`src/hdl/bcb_pkg.sv`:
```
// ----------------------------------------------------------------------------
// bcb_pkg
// Types and codes shared by the half-duplex bus UART with collision backoff.
// ----------------------------------------------------------------------------
package bcb_pkg;

  // Internal bus mode, one-hot
  typedef enum logic [4:0] {
    MODE_IDLE = 5'b00001,
    MODE_RX   = 5'b00010,
    MODE_TX   = 5'b00100,
    MODE_COLL = 5'b01000,
    MODE_BACK = 5'b10000
  } mode_e;

  typedef enum logic [1:0] {
    OP_LOAD  = 2'd0,
    OP_START = 2'd1,
    OP_TICK  = 2'd2,
    OP_SEND  = 2'd3
  } op_e;

  // send_status codes
  localparam logic [2:0] ST_NONE      = 3'd0;
  localparam logic [2:0] ST_STARTED   = 3'd1;
  localparam logic [2:0] ST_CARRIER   = 3'd2;
  localparam logic [2:0] ST_PRIO      = 3'd3;
  localparam logic [2:0] ST_BUSY      = 3'd4;
  localparam logic [2:0] ST_DONE      = 3'd5;
  localparam logic [2:0] ST_COLLISION = 3'd6;

  // timer_cmd codes
  localparam logic [2:0] TCMD_KEEP     = 3'd0;
  localparam logic [2:0] TCMD_RX_START = 3'd1;
  localparam logic [2:0] TCMD_RX_BIT   = 3'd2;
  localparam logic [2:0] TCMD_TX_BIT   = 3'd3;
  localparam logic [2:0] TCMD_STOP     = 3'd4;

  // bus_mode codes as seen on the port
  localparam logic [2:0] BUS_IDLE = 3'd0;
  localparam logic [2:0] BUS_RX   = 3'd1;
  localparam logic [2:0] BUS_TX   = 3'd2;
  localparam logic [2:0] BUS_COLL = 3'd3;
  localparam logic [2:0] BUS_BACK = 3'd4;

  // configuration register indexes
  localparam logic [1:0] CFG_CARRIER   = 2'd0;
  localparam logic [1:0] CFG_COLLISION = 2'd1;
  localparam logic [1:0] CFG_BACKOFF   = 2'd2;

  localparam logic [7:0] CARRIER_RST   = 8'd20;
  localparam logic [7:0] COLLISION_RST = 8'd15;
  localparam logic [7:0] BACKOFF_RST   = 8'd40;

  localparam logic [7:0] CHECK_SEED = 8'hFF;
  localparam logic [7:0] FRAME_BITS = 8'd9;  // start + 8 data bits

  typedef struct packed {
    logic       data_we;
    logic [7:0] data_addr;
    logic [7:0] data;
    logic       ck_we;
    logic [7:0] ck_val;
  } store_wr_t;

  typedef struct packed {
    logic       rd_en;
    logic [7:0] rd_addr;
  } store_rd_t;

  typedef struct packed {
    logic       tx_level;
    logic       rx_valid;
    logic [7:0] rx_data;
    logic       framing_error;
    logic [2:0] send_status;
    logic [2:0] timer_cmd;
    logic [2:0] bus_mode;
  } result_t;

endpackage

```
`src/hdl/bus_uart_collision_backoff.sv`:
```
// ----------------------------------------------------------------------------
// bus_uart_collision_backoff
// Bit-timed half-duplex bus UART with collision jamming and priority backoff.
// ----------------------------------------------------------------------------
//
//  channel | handshake                  | payload
//  --------+----------------------------+--------------------------------------
//  cfg     | cfg_we_i                   | cfg_index_i, cfg_data_i
//  in      | in_valid_i / in_stall_o    | operation, tx_byte, last_byte, rx_level,
//          |                            | collision_seen, prio_delay
//  out     | out_valid_o / out_stall_i  | tx_level, rx_valid, rx_data,
//          |                            | framing_error, send_status, timer_cmd,
//          |                            | bus_mode
//
// One item is taken per cycle while in_stall_o is low; its result is registered in bcb_out_buf.
// The rate is set by the single state update path in bcb_core plus the one
// write port of the packet memory (the checksum byte is kept in a register).
// A store reload of the transmit shift register is read on the accepting edge
// and consumed from the read register by the following item.
// in_stall_o rises only when both the result register and the skid stage hold
// items; reset clears all control state, the packet memory stays undefined.
// ----------------------------------------------------------------------------
module bus_uart_collision_backoff #(
  parameter int PACKET_BYTES = 128
) (
  input  logic       clk_i,
  input  logic       rst_ni,
  // configuration
  input  logic       cfg_we_i,
  input  logic [1:0] cfg_index_i,
  input  logic [7:0] cfg_data_i,
  // input items
  input  logic       in_valid_i,
  output logic       in_stall_o,
  input  logic [1:0] operation_i,
  input  logic [7:0] tx_byte_i,
  input  logic       last_byte_i,
  input  logic       rx_level_i,
  input  logic       collision_seen_i,
  input  logic [7:0] prio_delay_i,
  // result items
  output logic       out_valid_o,
  input  logic       out_stall_i,
  output logic       tx_level_o,
  output logic       rx_valid_o,
  output logic [7:0] rx_data_o,
  output logic       framing_error_o,
  output logic [2:0] send_status_o,
  output logic [2:0] timer_cmd_o,
  output logic [2:0] bus_mode_o
);

  logic [7:0] carrier_q;
  logic [7:0] collision_q;
  logic [7:0] backoff_q;

  logic               in_fire;
  logic               buf_full;
  bcb_pkg::store_wr_t st_wr;
  bcb_pkg::store_rd_t st_rd;
  logic [7:0]         st_rd_data;
  logic [7:0]         pkt_len;
  bcb_pkg::result_t   core_res;
  bcb_pkg::result_t   out_res;

  // Configuration registers; writes to unknown indexes are dropped.
  always_ff @(posedge clk_i or negedge rst_ni) begin
    if (!rst_ni) begin
      carrier_q   <= bcb_pkg::CARRIER_RST;
      collision_q <= bcb_pkg::COLLISION_RST;
      backoff_q   <= bcb_pkg::BACKOFF_RST;
    end else if (cfg_we_i) begin
      case (cfg_index_i)
        bcb_pkg::CFG_CARRIER:   carrier_q   <= cfg_data_i;
        bcb_pkg::CFG_COLLISION: collision_q <= cfg_data_i;
        bcb_pkg::CFG_BACKOFF:   backoff_q   <= cfg_data_i;
        default: begin
        end
      endcase
    end
  end

  assign in_stall_o = buf_full;
  assign in_fire    = in_valid_i && !buf_full;

  bcb_core #(
    .PACKET_BYTES(PACKET_BYTES)
  ) u_core (
    .clk_i            (clk_i),
    .rst_ni           (rst_ni),
    .fire_i           (in_fire),
    .operation_i      (operation_i),
    .tx_byte_i        (tx_byte_i),
    .last_byte_i      (last_byte_i),
    .rx_level_i       (rx_level_i),
    .collision_seen_i (collision_seen_i),
    .prio_delay_i     (prio_delay_i),
    .carrier_ticks_i  (carrier_q),
    .collision_ticks_i(collision_q),
    .backoff_max_i    (backoff_q),
    .rd_data_i        (st_rd_data),
    .wr_o             (st_wr),
    .rd_o             (st_rd),
    .len_o            (pkt_len),
    .result_o         (core_res)
  );

  bcb_pkt_store #(
    .PACKET_BYTES(PACKET_BYTES)
  ) u_store (
    .clk_i    (clk_i),
    .rst_ni   (rst_ni),
    .wr_i     (st_wr),
    .rd_i     (st_rd),
    .pkt_len_i(pkt_len),
    .rd_data_o(st_rd_data)
  );

  bcb_out_buf u_out (
    .clk_i      (clk_i),
    .rst_ni     (rst_ni),
    .push_i     (in_fire),
    .res_i      (core_res),
    .full_o     (buf_full),
    .out_valid_o(out_valid_o),
    .out_stall_i(out_stall_i),
    .out_o      (out_res)
  );

  assign tx_level_o      = out_res.tx_level;
  assign rx_valid_o      = out_res.rx_valid;
  assign rx_data_o       = out_res.rx_data;
  assign framing_error_o = out_res.framing_error;
  assign send_status_o   = out_res.send_status;
  assign timer_cmd_o     = out_res.timer_cmd;
  assign bus_mode_o      = out_res.bus_mode;

`ifndef ASSERT_OFF
  // the line is only pulled low while sending or jamming
  a_low_drive_mode: assert property (@(posedge clk_i) disable iff (!rst_ni)
    (out_valid_o && !tx_level_o) |->
      (bus_mode_o == bcb_pkg::BUS_TX || bus_mode_o == bcb_pkg::BUS_COLL))
    else $error("line driven low outside transmit or collision");
`endif

endmodule

```
`src/hdl/bcb_pkt_store.sv`:
```
// ----------------------------------------------------------------------------
// bcb_pkt_store
// Packet byte memory with a separate checksum slot and registered read.
// ----------------------------------------------------------------------------
module bcb_pkt_store #(
  parameter int PACKET_BYTES = 128
) (
  input  logic               clk_i,
  input  logic               rst_ni,
  input  bcb_pkg::store_wr_t wr_i,
  input  bcb_pkg::store_rd_t rd_i,
  input  logic [7:0]         pkt_len_i,
  output logic [7:0]         rd_data_o
);

  localparam int AW = (PACKET_BYTES > 1) ? $clog2(PACKET_BYTES) : 1;

  logic [7:0] mem_q [PACKET_BYTES];
  logic [7:0] ck_q;
  logic       ck_ok_q;
  logic [7:0] rd_data_q;
  logic [7:0] ck_slot;
  logic       len_nz;
  logic       rd_hits_ck;

  // Checksum lives in a register; it sits at index pkt_len-1 until a data
  // byte of a newer packet overwrites that slot.
  assign ck_slot    = pkt_len_i - 8'd1;
  assign len_nz     = (pkt_len_i != 8'd0);
  assign rd_hits_ck = ck_ok_q && len_nz && (rd_i.rd_addr == ck_slot);

  always_ff @(posedge clk_i) begin
    if (wr_i.data_we) begin
      mem_q[wr_i.data_addr[AW-1:0]] <= wr_i.data;
    end
  end

  always_ff @(posedge clk_i) begin
    if (wr_i.ck_we) begin
      ck_q <= wr_i.ck_val;
    end
  end

  always_ff @(posedge clk_i or negedge rst_ni) begin
    if (!rst_ni) begin
      ck_ok_q <= 1'b0;
    end else if (wr_i.ck_we) begin
      ck_ok_q <= 1'b1;
    end else if (wr_i.data_we && len_nz && (wr_i.data_addr == ck_slot)) begin
      ck_ok_q <= 1'b0;
    end
  end

  always_ff @(posedge clk_i) begin
    if (rd_i.rd_en) begin
      rd_data_q <= rd_hits_ck ? ck_q : mem_q[rd_i.rd_addr[AW-1:0]];
    end
  end

  assign rd_data_o = rd_data_q;

endmodule

```
`src/hdl/bcb_core.sv`:
```
// ----------------------------------------------------------------------------
// bcb_core
// Bus mode state, bit timing and packet bookkeeping; one item per cycle when fire_i is set.
// ----------------------------------------------------------------------------
module bcb_core #(
  parameter int PACKET_BYTES = 128
) (
  input  logic               clk_i,
  input  logic               rst_ni,
  input  logic               fire_i,
  input  logic [1:0]         operation_i,
  input  logic [7:0]         tx_byte_i,
  input  logic               last_byte_i,
  input  logic               rx_level_i,
  input  logic               collision_seen_i,
  input  logic [7:0]         prio_delay_i,
  input  logic [7:0]         carrier_ticks_i,
  input  logic [7:0]         collision_ticks_i,
  input  logic [7:0]         backoff_max_i,
  input  logic [7:0]         rd_data_i,
  output bcb_pkg::store_wr_t wr_o,
  output bcb_pkg::store_rd_t rd_o,
  output logic [7:0]         len_o,
  output bcb_pkg::result_t   result_o
);

  localparam logic [8:0] PB = 9'(PACKET_BYTES);

  bcb_pkg::mode_e mode_q, mode_v;
  logic [7:0] tick_q, tick_v;
  logic [7:0] shift_q, shift_v, shift_cur;
  logic       pend_q, pend_v;
  logic [7:0] idx_q, idx_v;
  logic [7:0] len_q, len_v;
  logic [7:0] lp_q, lp_v;
  logic [7:0] chk_q, chk_v;
  logic       drive_q, drive_v;
  logic [7:0] prio_v;
  logic       rx_valid;
  logic [7:0] rx_data;
  logic       ferr;
  logic [2:0] status;
  logic [2:0] tcmd;
  logic [2:0] bus_code;

  // shift register reloads from the store come through its read register, used by the next accepted item
  assign shift_cur = pend_q ? rd_data_i : shift_q;

  always_comb begin
    mode_v   = mode_q;
    tick_v   = tick_q;
    shift_v  = shift_cur;
    pend_v   = 1'b0;
    idx_v    = idx_q;
    len_v    = len_q;
    lp_v     = lp_q;
    chk_v    = chk_q;
    drive_v  = drive_q;
    prio_v   = prio_delay_i;
    wr_o     = '0;
    rd_o     = '0;
    rx_valid = 1'b0;
    rx_data  = 8'd0;
    ferr     = 1'b0;
    status   = bcb_pkg::ST_NONE;
    tcmd     = bcb_pkg::TCMD_KEEP;

    case (bcb_pkg::op_e'(operation_i))
      bcb_pkg::OP_LOAD: begin
        if (mode_v != bcb_pkg::MODE_TX) begin
          if (({1'b0, lp_v} + 9'd1) < PB) begin
            wr_o.data_we   = 1'b1;
            wr_o.data_addr = lp_v;
            wr_o.data      = tx_byte_i;
            chk_v          = chk_v ^ tx_byte_i;
            lp_v           = lp_v + 8'd1;
          end
          if (last_byte_i) begin
            wr_o.ck_we  = 1'b1;
            wr_o.ck_val = chk_v;
            len_v       = lp_v + 8'd1;
            lp_v        = 8'd0;
            chk_v       = bcb_pkg::CHECK_SEED;
          end
        end
      end
      bcb_pkg::OP_START: begin
        if (mode_v == bcb_pkg::MODE_IDLE || mode_v == bcb_pkg::MODE_BACK) begin
          mode_v = bcb_pkg::MODE_RX;
          tick_v = 8'd0;
          tcmd   = bcb_pkg::TCMD_RX_START;
        end
      end
      bcb_pkg::OP_TICK: begin
        if (mode_v != bcb_pkg::MODE_IDLE) begin
          if (tick_v == 8'd0 && mode_v == bcb_pkg::MODE_RX) begin
            tcmd = bcb_pkg::TCMD_RX_BIT;
          end
          tick_v = tick_v + 8'd1;
          if (mode_v == bcb_pkg::MODE_RX) begin
            if (tick_v < bcb_pkg::FRAME_BITS) begin
              shift_v = {rx_level_i, shift_v[7:1]};
            end else begin
              if (!rx_level_i) begin
                ferr = 1'b1;
              end else begin
                rx_valid = 1'b1;
                rx_data  = shift_v;
              end
              tick_v = 8'd0;
              mode_v = bcb_pkg::MODE_BACK;
            end
          end
          if (mode_v == bcb_pkg::MODE_TX) begin
            if (collision_seen_i) begin
              tick_v = 8'd0;
              mode_v = bcb_pkg::MODE_COLL;
              status = bcb_pkg::ST_COLLISION;
            end else if (tick_v < bcb_pkg::FRAME_BITS) begin
              drive_v = shift_v[0];
              shift_v = {1'b0, shift_v[7:1]};
            end else if (tick_v == bcb_pkg::FRAME_BITS) begin
              drive_v = 1'b1;
            end else begin
              idx_v = idx_v + 8'd1;
              if (idx_v < len_v) begin
                tick_v     = 8'd0;
                rd_o.rd_en = 1'b1;
                rd_o.rd_addr = idx_v;
                pend_v     = 1'b1;
                drive_v    = 1'b0;
                tcmd       = bcb_pkg::TCMD_TX_BIT;
              end else begin
                status = bcb_pkg::ST_DONE;
                tick_v = 8'd0;
                mode_v = bcb_pkg::MODE_BACK;
              end
            end
          end
          if (mode_v == bcb_pkg::MODE_COLL) begin
            if (tick_v == 8'd0) begin
              drive_v = 1'b0;
            end else if (tick_v >= collision_ticks_i) begin
              drive_v = 1'b1;
              tick_v  = 8'd0;
              mode_v  = bcb_pkg::MODE_BACK;
            end
          end
          if (mode_v == bcb_pkg::MODE_BACK) begin
            if (tick_v != 8'd0 && tick_v >= backoff_max_i) begin
              mode_v = bcb_pkg::MODE_IDLE;
              tcmd   = bcb_pkg::TCMD_STOP;
            end
          end
        end
      end
      bcb_pkg::OP_SEND: begin
        if (prio_v > backoff_max_i) begin
          prio_v = backoff_max_i;
        end
        if (mode_v == bcb_pkg::MODE_BACK && tick_v >= prio_v) begin
          mode_v = bcb_pkg::MODE_IDLE;
          tcmd   = bcb_pkg::TCMD_STOP;
        end
        if (mode_v == bcb_pkg::MODE_BACK) begin
          status = (tick_v < carrier_ticks_i) ? bcb_pkg::ST_CARRIER : bcb_pkg::ST_PRIO;
        end else if (mode_v != bcb_pkg::MODE_IDLE) begin
          status = bcb_pkg::ST_BUSY;
        end else if (len_v == 8'd0) begin
          status = bcb_pkg::ST_NONE;
        end else if (!rx_level_i) begin
          status = bcb_pkg::ST_BUSY;  // bus held low by another node
        end else begin
          drive_v      = 1'b0;
          idx_v        = 8'd0;
          rd_o.rd_en   = 1'b1;
          rd_o.rd_addr = 8'd0;
          pend_v       = 1'b1;
          mode_v       = bcb_pkg::MODE_TX;
          tick_v       = 8'd0;
          status       = bcb_pkg::ST_STARTED;
          tcmd         = bcb_pkg::TCMD_TX_BIT;
        end
      end
      default: begin
      end
    endcase

    // store accesses only count for an accepted item
    if (!fire_i) begin
      wr_o = '0;
      rd_o = '0;
    end
  end

  always_comb begin
    case (mode_v)
      bcb_pkg::MODE_IDLE: bus_code = bcb_pkg::BUS_IDLE;
      bcb_pkg::MODE_RX:   bus_code = bcb_pkg::BUS_RX;
      bcb_pkg::MODE_TX:   bus_code = bcb_pkg::BUS_TX;
      bcb_pkg::MODE_COLL: bus_code = bcb_pkg::BUS_COLL;
      bcb_pkg::MODE_BACK: bus_code = bcb_pkg::BUS_BACK;
      default:            bus_code = bcb_pkg::BUS_IDLE;
    endcase
  end

  assign result_o = '{
    tx_level:      drive_v,
    rx_valid:      rx_valid,
    rx_data:       rx_data,
    framing_error: ferr,
    send_status:   status,
    timer_cmd:     tcmd,
    bus_mode:      bus_code
  };

  // current packet length, locates the checksum slot in the store
  assign len_o = len_q;

  always_ff @(posedge clk_i or negedge rst_ni) begin
    if (!rst_ni) begin
      mode_q  <= bcb_pkg::MODE_IDLE;
      tick_q  <= 8'd0;
      shift_q <= 8'd0;
      pend_q  <= 1'b0;
      idx_q   <= 8'd0;
      len_q   <= 8'd0;
      lp_q    <= 8'd0;
      chk_q   <= bcb_pkg::CHECK_SEED;
      drive_q <= 1'b1;
    end else if (fire_i) begin
      mode_q  <= mode_v;
      tick_q  <= tick_v;
      shift_q <= shift_v;
      pend_q  <= pend_v;
      idx_q   <= idx_v;
      len_q   <= len_v;
      lp_q    <= lp_v;
      chk_q   <= chk_v;
      drive_q <= drive_v;
    end
  end

`ifndef ASSERT_OFF
  // a store reload is only ever pending for a packet being sent
  a_pend_in_tx: assert property (@(posedge clk_i) disable iff (!rst_ni)
    $rose(pend_q) |-> (mode_q == bcb_pkg::MODE_TX))
    else $error("shift reload pending outside transmit");
`endif

endmodule

```
`src/hdl/bcb_out_buf.sv`:
```
// ----------------------------------------------------------------------------
// bcb_out_buf
// Result register with a skid stage; input acceptance waits on out only once the skid is full.
// ----------------------------------------------------------------------------
module bcb_out_buf (
  input  logic             clk_i,
  input  logic             rst_ni,
  input  logic             push_i,
  input  bcb_pkg::result_t res_i,
  output logic             full_o,
  output logic             out_valid_o,
  input  logic             out_stall_i,
  output bcb_pkg::result_t out_o
);

  logic             out_valid_q;
  bcb_pkg::result_t out_q;
  logic             skid_valid_q;
  bcb_pkg::result_t skid_q;
  logic             out_free;

  assign out_free = !out_valid_q || !out_stall_i;

  always_ff @(posedge clk_i or negedge rst_ni) begin
    if (!rst_ni) begin
      out_valid_q  <= 1'b0;
      skid_valid_q <= 1'b0;
    end else if (out_free) begin
      out_valid_q  <= skid_valid_q || push_i;
      skid_valid_q <= 1'b0;
    end else if (push_i) begin
      skid_valid_q <= 1'b1;
    end
  end

  always_ff @(posedge clk_i) begin
    if (out_free) begin
      out_q <= skid_valid_q ? skid_q : res_i;
    end else if (push_i) begin
      skid_q <= res_i;
    end
  end

  assign full_o      = skid_valid_q;
  assign out_valid_o = out_valid_q;
  assign out_o       = out_q;

`ifndef ASSERT_OFF
  a_skid_behind_out: assert property (@(posedge clk_i) disable iff (!rst_ni)
    skid_valid_q |-> out_valid_q)
    else $error("skid holds an item while output register is empty");

  a_push_when_held: assert property (@(posedge clk_i) disable iff (!rst_ni)
    (push_i && out_valid_q && out_stall_i) |=> skid_valid_q)
    else $error("item pushed against a stalled output was lost");
`endif

endmodule

```
`config.mk`:
```
export PLATFORM = sky130hd
export DESIGN_NAME = bus_uart_collision_backoff
export DESIGN_NICKNAME = d
export VERILOG_FILES = /design/src/hdl/bcb_pkg.sv /design/src/hdl/bus_uart_collision_backoff.sv /design/src/hdl/bcb_pkt_store.sv /design/src/hdl/bcb_core.sv /design/src/hdl/bcb_out_buf.sv
export SDC_FILE = /design/constraint.sdc
export NUM_CORES = 2
export LEC_CHECK = 0
export ABC_AREA = 1
export BUFFER_PORTS_ARGS = -buffer_cell sky130_fd_sc_hd__buf_2
export CAP_MARGIN = 15
export CELL_PAD_IN_SITES_DETAIL_PLACEMENT = 1
export CELL_PAD_IN_SITES_GLOBAL_PLACEMENT = 1
export CORE_ASPECT_RATIO = 0.9
export CORE_MARGIN = 5
export CORE_UTILIZATION = 47
export DETAILED_ROUTE_END_ITERATION = 8
export HOLD_SLACK_MARGIN = 0.15
export PLACE_DENSITY = 0.79
export SETUP_SLACK_MARGIN = 0.3
export SYNTH_ARGS = -nofsm -noshare
export SYNTH_HDL_FRONTEND = slang
export SYNTH_SLANG_ARGS = --single-unit
```
`constraint.sdc`:
```
create_clock -name clk_i -period 5.9 [get_ports clk_i]
set_input_delay 0.59 -clock clk_i [delete_from_list [all_inputs] [get_ports clk_i]]
set_output_delay 0.59 -clock clk_i [all_outputs]
set_load 0.05 [all_outputs]
```
==> run summary <==
The tree built by TritonCTS fans out to 1,162 sinks. The clock transition time at the flip-flop clock pins of the worst setup and hold paths is 0.06 ns. The count of input and output buffers came out at 57. The final count of negative-setup-slack endpoints came out at 0.

Using the TritonRoute via totals, the vias-per-cell ratio works out to 6.02. The aggregate negative setup slack is 0 ns. In this run the most critical hold path is launched from cfg_data_i[5]. For the worst-skew pair, the clock arrives at the later sink with an insertion delay of 0.73 ns. The smallest clock period supported by the final layout is computed as 5.31 ns.

The data arrival time of the critical path is 5.79 ns. The max-slew violation count came out at 0. The global router's overall resource usage came out at 26.1%.

After the first detailed-routing iteration, the DRC count stood at 4,064. The floorplan die area came out at 115,000 sq um. For this design the top-level I/O count stands at 58.

The final layout contains routed wiring with a total length of 153,000 microns. The path class of the tightest hold or removal check is primary input to register. The reg2reg setup slack came out at 0.59 ns. The number of hold violations in the final report is 0. For this design, the slowest cell found on the critical path is dfrtp_1.

TritonCTS built the clock tree. In this run the clock root is driven by a clkbuf_16. The layout overhead on the synthesized area came out at 11.6%. The maximum number of pins on one net before global-route repair is 129.

The placeable core region is 107,000 sq um. The maximum count of clock buffers along a single path came out at 3. For hold timing, the worst endpoint is backoff_q[5]$_DFFE_PN1P_. The synthesized area per cell is 11.5 sq um. The via count of the first global-routing pass came out at 37,300. The maximum frequency from static timing analysis came out at 0.188 GHz.

The diode insertion count for antenna repair came out at 0. The share of flip-flops with an asynchronous set or reset is 7.06%. The initial standard-cell utilization of the core came out at 47.4%. The worst setup path is launched from a register. The pre-CTS setup slack came out at 0.666 ns. The leftover overflow at the end of global routing came out at 0. The first global-routing pass estimated 230,000 microns of wire.

Across the run, the number of max-cap violations was 0. The number of cells produced by synthesis is 4,419. The synthesized design spends more area on one cell type than any other, namely edfxtp_1. The signal on the critical path passes through ha_1, nand4_1, nor2_1, xor2_1, inv_1, ha_1, nand2_1, o21a_1, nand2_1, nor3_2, nand2_4, clkinv_2, nand3_4, clkinv_16, buf_12, o211ai_1, nand3_1, nand3_1, nand3_1, nand3_1, nand3_1, nand3_1, nand2_1. The die span in y came out at 322 microns. The share of synthesized area occupied by flip-flops and latches came out at 67.8%. The area fraction of the dominant cell type after synthesis is 63.7%. The data required time of the critical path came out at 6.38 ns.

The final clock skew is 0.0221 ns. The routed wirelength normalized by instance count is 25.5 microns. The slew at the pin closest to its max-slew limit is 1.14 ns. The run finished with clean final reports. The area after detailed placement is 52,900 sq um. The cell that appears most often on the critical path is nand3_1. The number of remaining DRC errors is 0. The total leakage power came out at 20.1 nW. The maximum vdd ir drop came out at 0.000294 V.

The capture point of the worst reg-to-reg path is u_store.rd_data_o[2]$_DFFE_PP_. By area the synthesized netlist is led by edfxtp_1 64%, nor2_1 5.4%, nand3_1 5.0%. Setup repair after global routing could not meet its margin everywhere.

In this run the remaining antenna-violating nets after routing total 0. The number of fill cells in the layout came out at 11,100. The final critical path takes up 90.0% of the cycle. The final net count is 4,533. The flop and latch count out of synthesis came out at 1,162. The overall die width is 357 microns. Once layout is complete, the utilization of the core stands at 52.9%. In the post-route analysis, the smallest setup slack over all paths is 0.589 ns. The congestion estimate from routability-driven global placement came to 0.862.

In this run, distinct cell masters in the synthesized netlist total 60. The detailed-placement wirelength estimate is 93,200 microns. STA classifies the critical path endpoint as a register. During synthesis, Yosys emitted a total of 0 warnings. Measured against its own limit, the worst slew margin works out to 24.1%. The share of final-layout standard cells stronger than drive strength 1 came out at 10.6%. The category of the most critical setup path is register to register. The final standard cell area without fillers is 56,800 sq um.

The number of flip-flops under the largest register name came out at 1,024. The detailed router placed 36,000 vias in this run. The total power per unit cell area is 334 nW/um^2.

The largest fanout on the critical path is 113. The number of core rows came out at 114. The startpoint identified for the worst register-to-register timing path is u_core.idx_q[0]$_DFFE_PN0P_.

The count of H-tree levels built during CTS is 3. Yosys mapped a number of flops with a built-in enable equal to 1,080. The total standard cell area after synthesis came out at 50,900 sq um.

When the netlist entered floorplanning its net count stood at 4,509. In this run, CTS created clock tree buffers numbering 112. The number of detailed-routing iterations run before antenna repair came out at 5. In this design, the stage delay of the slowest critical-path cell is 0.49 ns. The depth of the worst hold-timing path came out at 3. For this run, the leading register cell type out of synthesis is edfxtp_1.

The number of antenna violations at the first check in global routing was 1. The depth of the most critical reg-to-reg path came out at 23.
[what timing repair did]
action / 4_1_cts / 5_1_grt
setup endpoints to repair: 0 / 8
buffers inserted: 0 / 2
hold buffers: 4 / 0
hold endpoints to repair: 32 / 0
gates resized for setup: 0 / 12
[cells in the final DEF, fill, tap and decap left out, types with 33 or more instances in the layout]
cell type and instances:
nor2_1 725, or2_2 73, o211ai_1 247, clkbuf_16 116
ha_1 54, buf_2 56, dfrtp_1 61, buf_4 68
clkinv_1 35, xor2_1 33, inv_1 206, or2_1 41
edfxtp_1 1080, a21oi_1 52, nand3_1 512, or2_0 123
nand2_1 420, o21ai_0 331
[synthesized netlist by cell type, types with 3 or more instances]
cell	number
xor2_1	33
inv_2	11
nand2_1	422
inv_1	206
nand3_1	513
nor2_1	733
a22o_1	3
edfxtp_1	1080
o21ai_1	9
buf_4	9
nor3_2	8
o211ai_1	247
nor2_2	6
clkinv_1	5
nand3_4	3
or2_0	123
o22ai_1	26
buf_1	26
clkbuf_1	121
nor3_4	3
dfstp_2	18
nor4_1	3
o21ai_0	331
or2_1	41
xnor2_1	4
nor2_4	3
o21bai_1	4
dfrtp_1	64
buf_2	73
buf_6	15
mux2_2	3
nand3_2	3
nor3_1	23
nand2_2	4
a21oi_1	53
mux2i_1	4
o31ai_1	7
ha_1	54
or2_2	73
nand4_1	25
nand2_4	3
[critical path: cells and delay by family (launching register included)]
| family | cells | cell delay, ns |
|---|---|---|
| buffers and inverters | 4 | 0.87 |
| AOI/OAI and AO/OA | 2 | 0.45 |
| adders and majority gates | 2 | 0.55 |
| DFF | 1 | 0.49 |
| xor gates and xnor gates | 1 | 0.32 |
| and+or+nand+nor | 14 | 2.16 |
[layout make-up]
| type | instances | area [sq um] | area share, % |
|---|---|---|---|
| flip-flops and latches | 1162 | 34500 | 60.8 |
| multi-input cells | 2788 | 14500 | 25.5 |
| clock buffers | 131 | 2970 | 5.23 |
| well taps | 1450 | 1810 | 3.20 |
| repair buffers | 155 | 1360 | 2.40 |
| inverters | 224 | 878 | 1.55 |
| clock inverters | 78 | 754 | 1.33 |
[routing by layer]
| layer | GRT usage, % | wire length, microns | share of wire (%) | up-vias |
|---|---|---|---|---|
| met3 | 4.57 | 11000 | 7.2 | 323 |
| li1 | - | - | - | 15800 |
| met1 | 35.4 | 63200 | 41 | 18500 |
| met2 | 43.4 | 73500 | 48 | 1457 |
| met5 | 0 | 0 | 0 | - |
| met4 | 8.23 | 5220 | 3.4 | 0 |
[power by group]
| group | switching [W] | leakage (nW) | internal [W] |
|---|---|---|---|
| logic | 0.00153 | 7.24 | 0.000641 |
| clock network | 0.00324 | 1.82 | 0.00417 |
| registers | 0.000179 | 11.1 | 0.00921 |
[through the flow]
stage          cells  total power [W]  hold slack [ns]
2_1_floorplan   4419           0.0110            0.294
3_3_place_gp    5772           0.0116            0.460
3_5_place_dp    5772           0.0117            0.480
4_1_cts         5985           0.0190            0.158
5_1_grt         5988           0.0197            0.183
6_report        5988           0.0190            0.180
[cell families after synthesis]
group	synth area share, %
AOI/OAI and AO/OA	8.37
xor gates and xnor gates	0.637
adders and majority gates	1.33
buffers and inverters	3.94
DFF	67.8
muxes	0.145
and+or+nand+nor	17.8
[how the worst max path moves through the flow]
stage                                 startpoint                        endpoint  slack [ns]  cells after the start
finish               u_core.idx_q[0]$_DFFE_PN0P_  u_store.rd_data_o[2]$_DFFE_PP_        0.59                     23
global route        u_core.tick_q[1]$_DFFE_PN0P_        u_out.out_o[0]$_DFFE_PN_        0.29                     42
CTS                 u_core.tick_q[1]$_DFFE_PN0P_        u_out.out_o[0]$_DFFE_PN_        0.61                     39
detailed placement  u_core.mode_q[3]$_DFFE_PN0P_        u_out.out_o[0]$_DFFE_PN_        0.67                     34
global placement    u_core.mode_q[3]$_DFFE_PN0P_        u_out.out_o[0]$_DFFE_PN_        0.87                     36
floorplan               u_out.full_o$_DFFE_PN0P_   u_store.mem_q[0][0]$_DFFE_PP_        0.01                      8
Note: power is estimated with default switching activity, not from simulation.
